<file path="src/sv/iechk_ram.sv">
// Generic single-clock RAM: one write port, one read port, registered read data.
// No dependencies.
`timescale 1ns / 1ps

module iechk_ram #(
    parameter int WIDTH = 32,
    parameter int DEPTH = 32
) (
    input  logic                     clk,
    input  logic                     we,
    input  logic [$clog2(DEPTH)-1:0] waddr,
    input  logic [WIDTH-1:0]         wdata,
    input  logic [$clog2(DEPTH)-1:0] raddr,
    output logic [WIDTH-1:0]         rdata
);

    logic [WIDTH-1:0] mem [DEPTH];

    always_ff @(posedge clk)
    begin
        if (we)
        begin
            mem[waddr] <= wdata;
        end
        rdata <= mem[raddr];
    end

endmodule

</file>
<file path="config.mk">
export PLATFORM = sky130hd
export DESIGN_NAME = iechk_ram
export DESIGN_NICKNAME = d
export VERILOG_FILES = /design/src/sv/iechk_ram.sv
export SDC_FILE = /design/constraint.sdc
export NUM_CORES = 1
export LEC_CHECK = 0
export BUFFER_PORTS_ARGS = -buffer_cell sky130_fd_sc_hd__buf_2
export CORE_AREA = 10 10 311 313
export DETAILED_ROUTE_END_ITERATION = 12
export DIE_AREA = 0 0 321 323
export GPL_ROUTABILITY_DRIVEN = 1
export PLACE_DENSITY = 0.65
export RECOVER_POWER = 50
export SYNTH_ARGS = -nofsm -noshare
export SYNTH_HDL_FRONTEND = slang
export SYNTH_SLANG_ARGS = --single-unit
</file>
<file path="constraint.sdc">
create_clock -name clk -period 2.7 [get_ports clk]
set_input_delay 0.135 -clock clk [delete_from_list [all_inputs] [get_ports clk]]
set_output_delay 0.135 -clock clk [all_outputs]
set_load 0.1 [all_outputs]
</file>
Word level (Yosys, flattened, before mapping)
Memory sizes are Yosys's and may differ from the RTL's. A register that Yosys moved wholly into a read port is not among the register bits.
Index checks and enable logic that the tools add are counted.
{"block": "totals", "reg_bits": 0, "latchBits": 0, "ramBits": 1024, "romBits": 0, "inputBits": 44, "out_inout_bits": 32, "n_memories": 1}
{"block": "classes", "add_sub_neg": 0, "mul": 0, "n_div": 0, "n_lt_le_gt_ge": 0, "n_eq_ne": 0, "shift": 0, "n_mux": 2, "n_bitwise": 0, "n_reduce_logical": 0}
{"name": "mem", "depth": 32, "width": 32, "read_ports": 1, "rd_ports_with_merged_regs": 1, "wr": 1, "line": "17", "rtl": "logic [WIDTH-1:0] mem [DEPTH];"}
{"op": "$mux 1", "n": 2}

Depth between registers and ports, before layout
Gate-level depths: netlist of run 1.
{"block": "depth", "depth_word": 2, "ltp_mapped": 8}

Least setup slack after synthesis of run 1
OpenSTA, ideal clock, no wires.
{"block": "synth_path", "kind": "input to register", "startpoint": "input waddr[1]", "endpoint": "memory mem[12][0], enable pin", "setup_ps": 421, "t_arrival_ps": 2148, "required_time_ps": 2279, "path_slack_ps": 131, "stages": 3, "path_buffers": 1, "path_cell_list": "or3b_2 clkbuf_1 nor2_1"}
{"item": "start, declared", "line": "11", "rtl": "input logic [$clog2(DEPTH)-1:0] waddr,"}
{"item": "end, declared", "line": "17"}
No word-level cell before the write port.

Final worst setup path of run 1
{"block": "layout_path", "startpoint": "register rdata[14], read port of mem", "endpoint": "output rdata[14]"}
{"item": "start, declared", "line": "14", "rtl": "output logic [WIDTH-1:0] rdata"}
No word-level cell between the ends.

==> results of run 1 <==
## through the flow
step                area, um2  util (%)  std cells  hold WS [ps]  worst slack, ps
finish                  46500      51.2       3720           127              887
global route            46500      51.2       3719           149              871
CTS                     46600      51.3       3718          1.15              858
detailed placement      43100      47.5       3507           582              582
global placement        43100      47.5       3507           575              617
floorplan               40500         -       2260           234              131
## routing by layer
metal  vias to the layer above  global-route usage, %  share of wire (%)
li1                       9384                      -                  -
met1                     11033                   24.7                 41
met2                       785                   30.9                 49
met3                       166                   3.69                6.8
met4                         2                   6.37                2.9
met5                         -                      0              0.018
## cell families (layout without fill, tap and decap cells)
logic type             count (synthesis)  in the layout  share of synthesized area, %
AOI/OAI and AO/OA                    288            288                          4.85
buffers and inverters                127            399                          1.86
DFF                                 1056           1056                          77.5
muxes                                512            512                          12.7
other                                  0              2                             0
and+or+nand+nor                      277            277                          3.10
## area by class of cell
type                            instances  area share [%]
Antenna cell                            2          0.0108
Clock buffer                          122            5.73
Clock inverter                         59            1.14
Multi-Input combinational cell       1077            18.4
Sequential cell                      1056            67.5
Tap cell                             1186            3.19
Timing Repair Buffer                  218            4.01
## report_power, final
part	switching [uW]	internal, uW	total [uW]
logic	1600	617	2220
registers	99.3	18200	18300
clock network	5900	7690	13600
total	7600	26500	34100
## worst register-to-register path: cells and delay by family (launching register included)
family / cells / cell delay [ps]
muxes: 1 / 130
DFF: 1 / 360
AOI/OAI and AO/OA: 2 / 470
and+or+nand+nor: 2 / 240
## placed cells by master (no fill, tap or decap), drive strengths merged, types with 3 or more instances in the layout
master / count
buf: 151
or3b: 3
bufinv: 7
mux2i: 512
nand3b: 5
nand3: 98
dfxtp: 32
nor2: 34
edfxtp: 1024
dlygate4sd3: 30
nand2: 98
a22oi: 96
nor3: 32
a22o: 64
a21oi: 96
clkinvlp: 6
clkinv: 43
inv: 3
a31oi: 32
clkbuf: 159
## how the worst min path moves through the flow
stage / start / to / slack (ps) / depth (start not counted)
6_report: raddr[2] / rdata[14]$_DFF_P_ / 130 / 6
5_1_grt: raddr[2] / rdata[6]$_DFF_P_ / 150 / 6
4_1_cts: wdata[10] / mem[0][10]$_DFFE_PP_ / 1 / 1
3_5_place_dp: mem[26][30]$_DFFE_PP_ / rdata[30]$_DFF_P_ / 580 / 4
3_3_place_gp: mem[10][21]$_DFFE_PP_ / rdata[21]$_DFF_P_ / 570 / 4
2_1_floorplan: wdata[0] / mem[0][0]$_DFFE_PP_ / 230 / 0
## what timing repair did
item	4_1_cts	5_1_grt
resized for setup	0	0
endpoints found under the hold margin	874	0
hold buffers	30	0
endpoints found under the setup margin	0	0
## registers in the layout, indices dropped and copies added (netlist names)
signal,cells
mem,1024
rdata,32
==> metrics list, run 1 <==
- Initial core utilization: 44.6%
- RSZ-0062 raised after global routing: no
- The worst path uses 67.2% of the clock period.
- Number of ports placed on the die boundary: 76
- The first global-routing pass estimated between 100000 and 150000 um of wire.
- Counting flops and latches in the post-synthesis netlist gives approximately 1.1k.
- Clock transition at the registers of the reported paths: 60 ps
* Leakage power of the design: about 0.016 uW
* Setup-violating endpoint count in the final report: 0
- After detailed routing, the total wire length is 98500 um.
- Broken down by cell family, the worst path's largest delay share belongs to flip-flops.
- Layout Area Growth over Synthesis: 14.8%
- Number of cells on the critical path: 1
* Die boundary width: about 320 um
- CTS buffer count: 100
* Total gr overflow: 0
- Share of synthesized area occupied by flip-flops and latches: between 70% and 80%
* Area of the core region: 90800 um2
- Max stage delay cell, worst path: sky130_fd_sc_hd__dfxtp_1
* Number of max-slew violations in the final report: 66
- Largest fanout of any net on the critical path: 1
- In the final layout, the multi-input gates occupy 8560 um2.
* Violations in the final reports: max-capacitance violations, max-slew violations
- Area fraction of the dominant cell type after synthesis: 76.0%
- The floorplan step set the die height to roughly 320 um.
- Endpoint required time on the critical path: approximately 2600 ps
* Detailed Routing Iterations Pass 1: 5
- Leading area contributor after synthesis: sky130_fd_sc_hd__edfxtp_1
- Across all layers, the routed design uses between 20k and 25k vias.
- The clock passes through at most 3 buffers.
- The tightest min-delay check is of the primary input to flop type.
- Commonest cells in the synthesized netlist: sky130_fd_sc_hd__edfxtp_1 (1024), sky130_fd_sc_hd__mux2i_1 (512), sky130_fd_sc_hd__nand2_1 (98), sky130_fd_sc_hd__nand3_1 (98)
- Once the clock tree was built, the setup fixing pass inserted 0 buffers.
- Time the final worst path needs with I/O delays and setup: around 1800 ps
- Capture instance of the worst register-to-register path: rdata[8]$_DFF_P_
- Final net count: 2497
- The tool flagged a number of max-cap violations equal to 2.
* Die footprint: just over 100000 um2
- The setup check on the worst reg-to-reg path leaves a slack of 1330 ps.
- Dividing the detail-routed wire length by the instance count gives ~26 um.
- Cells with a size suffix above 1 make up 13.2% of the layout.
* CTS tree: built
- Number of global-route vias before repair: 21.3k
- P per Cell Area: ~730 nW/um2
- The number of cells on the worst reg-to-reg path is 5.
- The H-tree generated during clock tree synthesis spans 3 levels.
* Peak supply drop: ~0.44 mV
* Post-synth top flop: sky130_fd_sc_hd__edfxtp_1
* Count of port buffers added during placement: 75
* Post-synthesis cell area: approximately 40000 um2
- Data on the critical path arrives at its endpoint at 1680 ps.
* Timing endpoint of the critical path: rdata[14]
* F_max: about 550 MHz
* Slowest Stage Delay on Critical Path: 510 ps
- For this run, the total global-route usage over all layers was measured as 18.7%.
* Storage element area: about 31000 um2
- The critical path is of the flop to output pin type.
- Synthesis instantiated 25 different standard cells from the library.
- Together, buffers and inverters on the worst path number 1.
* Slew Limit Headroom: -3.38%
- Total Negative Setup Slacks: 0 ps
- Antenna Violating Nets Remaining: 0
* Critical Path End Type: output pin
- Dividing the detail-routed via count by the number of cells gives 5.74.
- Ys async rst share: 0%
- After the first detailed-routing iteration, the DRC count stood at 2129.
* Number of inserted filler cells in the final layout: 7294
- Result of the run: finished, violations left
- Avg Cell Area, Syn: approximately 18 um2
* DP HPWL: ~56000 um
* Gate count after technology mapping: around 2.3k
- The clock drives 1056 sinks.
- Reg2Reg Launch Point: mem[1][8]$_DFFE_PP_
- Routability-driven placement finished with a final weighted congestion of between 0.7 and 0.8.
- Sort of element at the start of the critical path: flop
* Total DRC errors in the routed layout: 0
- Most common cell in the netlist: sky130_fd_sc_hd__edfxtp_1
- Worst-case clock skew: roughly 24 ps
- Entering global routing, the biggest net connects 55 pins.
- Final hold viol count: 0
* Antenna violations before repair: 3
- For the pin with the worst max-slew slack, the measured transition is 1550 ps.
- Yosys printed 0 warnings.
- The floorplan has between 100 and 150 rows.
* Total power consumption of the routed design: 34100 uW
- The synthesized design contains 1024 enable-type register cells.
- First element of the critical path: rdata[14]$_DFF_P_
- Insertion delay of the later-clocked pin in the worst-skew pair: 660 ps
* Net count after synthesis: 2304
- The cell sitting at the root of the clock tree is a sky130_fd_sc_hd__clkbuf_16.
* List of cells traversed by the critical path: buf_2
- Main area contributors after synthesis: sky130_fd_sc_hd__edfxtp_1 (76%), sky130_fd_sc_hd__mux2i_1 (13%), sky130_fd_sc_hd__a22oi_1 (1.8%)
(Power assumes the default switching activity.)
==> run 2, diff against run 1 <==
--- a/config.mk
+++ b/config.mk
@@ -10,7 +10,7 @@
 export DETAILED_ROUTE_END_ITERATION = 12
 export DIE_AREA = 0 0 321 323
 export GPL_ROUTABILITY_DRIVEN = 1
-export PLACE_DENSITY = 0.65
+export PLACE_DENSITY = 0.63
 export RECOVER_POWER = 50
 export SYNTH_ARGS = -nofsm -noshare
 export SYNTH_HDL_FRONTEND = slang
==> constraint.sdc (replaced) <==
create_clock -name clk -period 1.9 [get_ports clk]
set_input_delay 0.095 -clock clk [delete_from_list [all_inputs] [get_ports clk]]
set_output_delay 0.095 -clock clk [all_outputs]
set_load 0.1 [all_outputs]
==> run 2 against run 1 <==
Net effect: the run still ends with max-capacitance violations, max-slew violations left; routed wire length up 2.2%; first-iteration DRC count fell by 9.0%; highest routed layer is now met4; clock skew grew 15 ps; sequential power grew 43%; clock power rose by 55%; design area grew 2.7%.
==> metrics list, run 2 (synthesized netlist as in run 1, its figures left out) <==
- The count of H-tree levels built during CTS was 3 (unchanged).
- The slowest library cell on the worst path is sky130_fd_sc_hd__dfxtp_1 (unchanged).
* Fin worst setup slack: 87.7 ps (was 887 ps)
- The initial core utilization came to 44.6% (unchanged).
- Delay-heaviest family, CP: flip-flops (unchanged)
* Std-Cell Rows: 111 (unchanged)
- CTS Root Buffer Type: sky130_fd_sc_hd__clkbuf_16 (unchanged)
- The number of setup violations in the final report came to 0 (unchanged).
- The number of buffers added on ports came to 75 (unchanged).
* Max-Cap Viols: 1 (was 2)
- The maximum fanout along the worst path is 1 (unchanged).
- Category of the most critical setup path: flop to output pin (unchanged)
* CTS sink cnt: 1056 (unchanged)
* Time the final worst path needs with I/O delays and setup: around 1800 ps
* Number of ports placed on the die boundary: 76 (unchanged)
- The clock tree from TritonCTS is built (unchanged).
- Clock transition at the registers of the reported paths: 70 ps (was 60 ps)
- Total DRC errors in the routed layout: 0 (unchanged)
* Area of the core region: 90800 um2 (unchanged)
- The wire length of the first global-routing pass was 147000 um (was 143000 um).
- Worst-case clock skew: 39.6 ps (was 24.3 ps)
* CTS buffer count: 106 (was 100)
* Vias per cell: 5.67 (was 5.74)
- Ratio of cells with drive above 1 in the final layout: 15.6% (was 13.2%)
* Die boundary width: 321 um (unchanged)
- F_max: 552 MHz
- Buf/Inv on CP: 1 (unchanged)
- The number of buffers between clock root and the deepest sink was 3 (unchanged).
- Critical Path End Type: output pin (unchanged)
* Endpoint required time on the critical path: 1800 ps (was 2570 ps)
- CP arrival: 1720 ps (was 1680 ps)
- The final-layout fill cell count is 7159 (was 7294).
- The final total negative setup slack is 0 ps (unchanged).
- Number of global-route vias before repair: 21.9k (was 21.3k)
* Register containing the most flip-flops in the final layout: mem (unchanged)
- Avg WL per Cell: 26.4 um (was 26.5 um)
- The delay contributed by the slowest stage of the critical path came to 540 ps (was 510 ps).
- Insertion delay of the later-clocked pin in the worst-skew pair: 670 ps (was 660 ps)
- The number of hold violations in the final report was 0 (unchanged).
- P per Cell Area: 1060 nW/um2 (was 734 nW/um2)
- List of cells traversed by the critical path: buf_2 (unchanged).
- The startpoint type of the worst setup path was a flop (unchanged).
* Number of cells in the design after placement: 3573 (was 3507)
- The slew at the pin closest to its max-slew limit was 1540 ps (was 1550 ps).
- Weighted congestion reported at the end of routability-driven placement: 0.787 (was 0.778)
- DP HPWL: 60000 um (was 55600 um)
- Antenna violations before repair: 4 (was 3)
- Largest net degree at the start of global routing: 42 (was 55)
* Die footprint: 104000 um2 (unchanged)
- Total gr overflow: 0 (unchanged)
* Registers with the most flip-flops: mem (1024), rdata (32) (unchanged)
- Leakage power of the design: 0.0168 uW (was 0.0161 uW)
* Vert. Die Dim: 323 um (unchanged)
- The final instance count without filler cells is 3809 (was 3720).
- Global router's overall resource usage: 19.2% (was 18.7%)
- Post-placement worst setup slack: -139 ps (was 582 ps)
* Top library cells by usage in the layout, fill and taps aside: sky130_fd_sc_hd__edfxtp_1 (1024), sky130_fd_sc_hd__mux2i_1 (512), sky130_fd_sc_hd__clkbuf_16 (109), sky130_fd_sc_hd__nand3_1 (98), sky130_fd_sc_hd__nand2_1 (97) (was sky130_fd_sc_hd__edfxtp_1 (1024), sky130_fd_sc_hd__mux2i_1 (512), sky130_fd_sc_hd__clkbuf_16 (100), sky130_fd_sc_hd__nand3_1 (98), sky130_fd_sc_hd__nand2_1 (97))
- The headroom to the max-slew limit is -2.38% (was -3.38%).
- Count of routing violations after the opening detailed-route iteration: 1937 (was 2129)
- Result of the run: finished, violations left (unchanged)
* Number of flip-flops under the largest register name: 1024 (unchanged)
* Final worst path period share: 95.4%
- The leading cell type in the layout, fill and taps excluded is sky130_fd_sc_hd__edfxtp_1 (unchanged).
* Detailed Routing Iterations Pass 1: 6 (was 5)
- The relative area change from synthesis to final layout is 17.9% (was 14.8%).
* Routed WL: 101000 um (was 98500 um)
* Final net count: 2571 (was 2497)
- The final-report max-slew violation count was 18 (was 66).
- Violations in the final reports: max-capacitance violations, max-slew violations (unchanged)
- RSZ-0062 raised after global routing: no (unchanged).
- Antenna Violating Nets Remaining: 0 (unchanged)
- The via count is 21.6k (was 21.4k).
* Peak supply drop: 0.680 mV (was 0.440 mV)
- The worst min-delay path category is primary input to flop (unchanged).
[run 2: cell count changes in the layout (fill, tap and decap cells not counted), moves of 4 or more]
cell                        previous run  this run
sky130_fd_sc_hd__buf_12               31        63
sky130_fd_sc_hd__clkbuf_8              8        17
sky130_fd_sc_hd__nor2_1                8        12
sky130_fd_sc_hd__clkbuf_2              1        10
sky130_fd_sc_hd__clkinv_1             21        16
sky130_fd_sc_hd__buf_4                78        96
sky130_fd_sc_hd__clkbuf_1             50        62
sky130_fd_sc_hd__clkbuf_16           100       109
sky130_fd_sc_hd__nor2_4               26        22
[run 2: timing repair]
item / CTS / global route
hold buffers: 32 / 0
resized for setup: 0 / 0
endpoints found under the setup margin: 0 / 0
buffers inserted: 0 / 0
endpoints found under the hold margin: 1024 / 0
[run 2: report_power, final]
part	switching (uW)	total [uW]	internal, uW
clock	8550	21100	12500
combinational	2350	3350	1000
sequential	135	26100	25900
[run 2: stage by stage]
step	hold WS, ps	power (uW)	util (%)	instance area [um2]
finish	180	50500	52.6	47700
global route	201	52000	52.6	47700
detailed placement	590	29900	48.7	44200
floorplan	194	28500	-	40500
global placement	578	29800	48.7	44200
CTS	124	50900	53.0	48100
[run 2: final timing paths]
check                                           from           endpoint  slack (ps)  cells after the start
worst min register to register  mem[26][2]$_DFFE_PP_   rdata[2]$_DFF_P_         600                      4
worst min-delay path                        raddr[3]  rdata[25]$_DFF_P_         180                      6
worst max register to register  mem[6][14]$_DFFE_PP_  rdata[14]$_DFF_P_         290                      5
worst max-delay path               rdata[13]$_DFF_P_          rdata[13]          90                      1
[run 2: area by class of cell]
cell class / count / area, um2 / share of cell area [%]
flip-flops and latches: 1056 / 31400 / 65.7
multi-input cells: 1077 / 8530 / 17.9
clock buffers: 149 / 3050 / 6.38
repair buffers: 286 / 2750 / 5.75
well taps: 1186 / 1480 / 3.11
clock inverters: 52 / 544 / 1.14
diodes: 3 / 7.51 / 0.0157
[run 2: per-layer routing]
metal,track usage [%],wire [um]
met1,25.6,41900
met2,32.2,49600
met3,2.78,6240
met4,6.24,2910
met5,0,0
==> run 3, diff against run 2 <==
--- a/config.mk
+++ b/config.mk
@@ -5,12 +5,13 @@
 export SDC_FILE = /design/constraint.sdc
 export NUM_CORES = 1
 export LEC_CHECK = 0
+export ABC_AREA = 1
 export BUFFER_PORTS_ARGS = -buffer_cell sky130_fd_sc_hd__buf_2
-export CORE_AREA = 10 10 311 313
+export CORE_AREA = 10 10 318 320
 export DETAILED_ROUTE_END_ITERATION = 12
-export DIE_AREA = 0 0 321 323
+export DIE_AREA = 0 0 328 330
 export GPL_ROUTABILITY_DRIVEN = 1
-export PLACE_DENSITY = 0.63
+export PLACE_DENSITY = 0.69
 export RECOVER_POWER = 50
 export SYNTH_ARGS = -nofsm -noshare
 export SYNTH_HDL_FRONTEND = slang
==> run 3 against run 2 <==
Net effect: the run still ends with max-capacitance violations, max-slew violations left; sequential power about the same; synthesized area up 4.7%; worst setup slack better by 35 ps; first-iteration DRC count increased by 56%; via count up 29%; worst hold slack worse by 94 ps; critical path type is now primary input to flop; largest cell class unchanged; highest routed layer is now met5.
==> metrics list, run 3 <==
- Gate count after technology mapping: 3536 (was 2260)
- The mean area per synthesized cell was 12.0 um2 (was 17.9 um2).
- The startpoint type of the worst setup path is a primary input (was flop).
- Number of global-route vias before repair: 26.7k (was 21.9k)
- The initial core utilization came to 44.8% (was 44.6%).
- Total power consumption of the routed design: 50400 uW (was 50500 uW)
- Ratio of cells with drive above 1 in the final layout: 9.56% (was 15.6%)
* Violations in the final reports: max-capacitance violations, max-slew violations (unchanged)
* Result of the run: finished, violations left (unchanged)
- Insertion delay of the later-clocked pin in the worst-skew pair: 680 ps (was 670 ps)
- DP HPWL: 60600 um (was 60000 um)
* Number of max-slew violations in the final report: 66 (was 18)
- The slew at the pin closest to its max-slew limit was 1580 ps (was 1540 ps).
- Layout Area Growth over Synthesis: 14.9% (was 17.9%)
- The initial antenna violation count was 6 (was 4).
* Routed WL: 115000 um (was 101000 um)
- The class of the most critical setup path was primary input to flop (was flop to output pin).
* Synth unique cells: 14 (was 25)
* Yosys warning total: 0 (unchanged)
- The number of flops mapped to enable cells by yosys came to 1024 (unchanged).
* Total gr overflow: 0 (unchanged)
- Total Negative Setup Slacks: 0 ps (unchanged)
- Internal: 38900 uW (was 39500 uW)
* Die footprint: 108000 um2 (was 104000 um2)
* Vert. Die Dim: 330 um (was 323 um)
* Final worst path period share: 93.5% (was 95.4%)
- Sequential power share: 51.7% (was 51.6%)
* Area of the core region: 94600 um2 (was 90800 um2)
- The fraction of post-synthesis cell area in the top cell type by area is 72.5% (was 76.0%).
- The number of vias per cell after detailed routing is 5.55 (was 5.67).
- The final core utilization was 51.5% (was 52.6%).
* CP arrival: 2030 ps (was 1720 ps)
- Cell area after placement: 45200 um2 (was 44200 um2)
- The portion of total power attributed to combinational logic came to 7.4% (was 6.6%).
- Slew Limit Headroom: -5.30% (was -2.38%)
- Share of synthesized area occupied by flip-flops and latches: 74.0% (was 77.5%)
* Critical Path End Type: flop (was output pin)
- Number of cells in the design after placement: 4795 (was 3573)
* Most common cell in the netlist: sky130_fd_sc_hd__nand2_1 (was sky130_fd_sc_hd__edfxtp_1)
- RSZ-0062 raised after global routing: no (unchanged)
* Number of flip-flops under the largest register name: 1024 (unchanged)
- Final net count: 3713 (was 2571)
- Number of ports placed on the die boundary: 76 (unchanged)
- Clock transition at the registers of the reported paths: 60 ps (was 70 ps)
- The width of the die is 328 um (was 321 um).
* Avg WL per Cell: 22.8 um (was 26.4 um)
- The worst min-delay path category was primary input to flop (unchanged).
- The leading cell type in the layout, fill and taps excluded was sky130_fd_sc_hd__nand2_1 (was sky130_fd_sc_hd__edfxtp_1).
- The final RePlAce weighted congestion is 0.794 (was 0.787).
- Ys async rst share: 0% (unchanged)
- The overall track demand over capacity in global routing came to 20.9% (was 19.2%).
* F_max: 563 MHz (was 552 MHz)
* Count of port buffers added during placement: 75 (unchanged)
- Largest fanout of any net on the critical path: 32 (was 1)
* Net load switching power: 11500 uW (was 11000 uW)
* Commonest cells in the synthesized netlist: sky130_fd_sc_hd__nand2_1 (1440), sky130_fd_sc_hd__edfxtp_1 (1024), sky130_fd_sc_hd__nand3_1 (780), sky130_fd_sc_hd__buf_2 (83), sky130_fd_sc_hd__buf_6 (66) (was sky130_fd_sc_hd__edfxtp_1 (1024), sky130_fd_sc_hd__mux2i_1 (512), sky130_fd_sc_hd__nand2_1 (98), sky130_fd_sc_hd__nand3_1 (98))
- The final cell area excluding filler cells is 48700 um2 (was 47700 um2).
* Wire length of the first global-routing pass: 172000 um (was 147000 um)
* Post-synth top flop: sky130_fd_sc_hd__edfxtp_1 (unchanged)
- Main area contributors after synthesis: sky130_fd_sc_hd__edfxtp_1 (73%), sky130_fd_sc_hd__nand2_1 (13%), sky130_fd_sc_hd__nand3_1 (9.2%) (was sky130_fd_sc_hd__edfxtp_1 (76%), sky130_fd_sc_hd__mux2i_1 (13%), sky130_fd_sc_hd__a22oi_1 (1.8%))
- CTS buffer count: 104 (was 106)
* Final standard cell count with taps included and fillers excluded: 5025 (was 3809)
- Count of instances resized after the clock tree is built: 0 (unchanged)
- The number of nets produced by synthesis is 3580 (was 2304).
* Post-synthesis cell area: 42400 um2 (was 40500 um2)
- The final clock skew was 26.1 ps (was 39.6 ps).
- Share of power burned in the clock network: 40.9% (was 41.8%)
* Time the final worst path needs with I/O delays and setup: 1780 ps (was 1810 ps)
- P per Cell Area: 1030 nW/um2 (was 1060 nW/um2)
- The via count was 27.9k (was 21.6k).
- The post-route antenna net violation count was 0 (unchanged).
- The register ranked first by flip-flop count is mem (unchanged).
* Leading area contributor after synthesis: sky130_fd_sc_hd__edfxtp_1 (unchanged)
- Detailed Routing Iterations Pass 1: 6 (unchanged)
- Registers with the most flip-flops: mem (1024), rdata (32) (unchanged)
- Peak supply drop: 0.595 mV (was 0.680 mV)
* Clock H-tree levels: 3 (unchanged)
- The final routed DRC violation total is 0 (unchanged).
- The max-cap check violation count came to 2 (was 1).
* Top library cells by usage in the layout, fill and taps aside: sky130_fd_sc_hd__nand2_1 (1440), sky130_fd_sc_hd__edfxtp_1 (1024), sky130_fd_sc_hd__nand3_1 (780), sky130_fd_sc_hd__clkbuf_16 (105), sky130_fd_sc_hd__buf_12 (72) (was sky130_fd_sc_hd__edfxtp_1 (1024), sky130_fd_sc_hd__mux2i_1 (512), sky130_fd_sc_hd__clkbuf_16 (109), sky130_fd_sc_hd__nand3_1 (98), sky130_fd_sc_hd__nand2_1 (97))
* CTS sink cnt: 1056 (unchanged)
- The buffer type at the clock tree root was sky130_fd_sc_hd__clkbuf_16 (unchanged).
- The switching share of power was 22.9% (was 21.9%).
- The detailed router's first-iteration violation count is 3024 (was 1937).
* Leakage power of the design: 0.0178 uW (was 0.0168 uW)
* Final hold viol count: 0 (unchanged)
- Std-Cell Rows: 113 (was 111)
- Worst-case clock buffer depth: 3 (unchanged)
* Largest net degree at the start of global routing: 79 (was 42)
- The data required time of the worst path came to 2160 ps (was 1800 ps).
- CTS tree: built (unchanged)
- Synthesis-stage register bit count: 1056 (unchanged)
- The number of setup violations in the final report is 0 (unchanged).
-- run 3: metrics by stage --
step / setup slack (ps) / hold WS [ps]
2_1_floorplan: -271 / 194
3_3_place_gp: 276 / 587
3_5_place_dp: 280 / 593
4_1_cts: 117 / 51.0
5_1_grt: 63.9 / 105
6_report: 123 / 85.1
-- run 3: cells by family (layout without fill, tap and decap cells) --
| group | Yosys count | in the layout | share of synthesized area [%] |
|---|---|---|---|
| AND/OR/NAND/NOR | 2252 | 2252 | 22.2 |
| other | 0 | 3 | 0 |
| flip-flops | 1056 | 1056 | 74.0 |
| buffers and inverters | 228 | 449 | 3.74 |
-- run 3: power by group through the flow --
stage	Combinational, uW	Clock (uW)	Sequential [uW]
finish	3740	20600	26000
global route	4060	21800	26100
CTS	3760	20800	26000
detailed placement	3680	0	26500
global placement	3630	0	26500
floorplan	1780	0	27100
-- run 3: critical path, cell delays in order --
cell,delay (ps)
sky130_fd_sc_hd__clkbuf_1,220
sky130_fd_sc_hd__nand3_1,370
sky130_fd_sc_hd__nor2_4,160
sky130_fd_sc_hd__clkbuf_2,1170
-- run 3: area by class of cell --
type / count / area (um2)
antenna: 3 / 7.51
clock buffer: 140 / 2850
clock inverter: 54 / 601
fill: 7864 / 45900
inverter: 10 / 67.6
multi-input combinational: 2252 / 9620
sequential: 1056 / 31400
tap: 1265 / 1580
timing repair buffer: 245 / 2590
-- run 3: path summary, 6_finish.rpt --
kind / cells past startpoint / startpoint / slack [ps] / endpoint
worst max register to register: 8 / mem[25][24]$_DFFE_PP_ / 640 / rdata[24]$_DFF_P_
worst max-delay path: 4 / waddr[3] / 120 / mem[31][23]$_DFFE_PP_
worst min-delay path: 8 / raddr[2] / 90 / rdata[1]$_DFF_P_
worst min register to register: 8 / mem[6][31]$_DFFE_PP_ / 740 / rdata[31]$_DFF_P_
-- run 3: timing repair --
item / in CTS / in global routing
buffers inserted: 0 / 0
endpoints found under the hold margin: 1032 / 0
hold buffers: 33 / 0
-- run 3: per-layer routing --
metal  share of wire, %  vias up  routed length, um  GRT usage, %
met1                 39    13583              45000          28.0
met5              0.022        -                 25             0
met3                9.1      247              10400          2.95
met2                 48     1456              55500          34.8
met4                3.4        4               3880          7.49
li1                   -    12611                  -             -
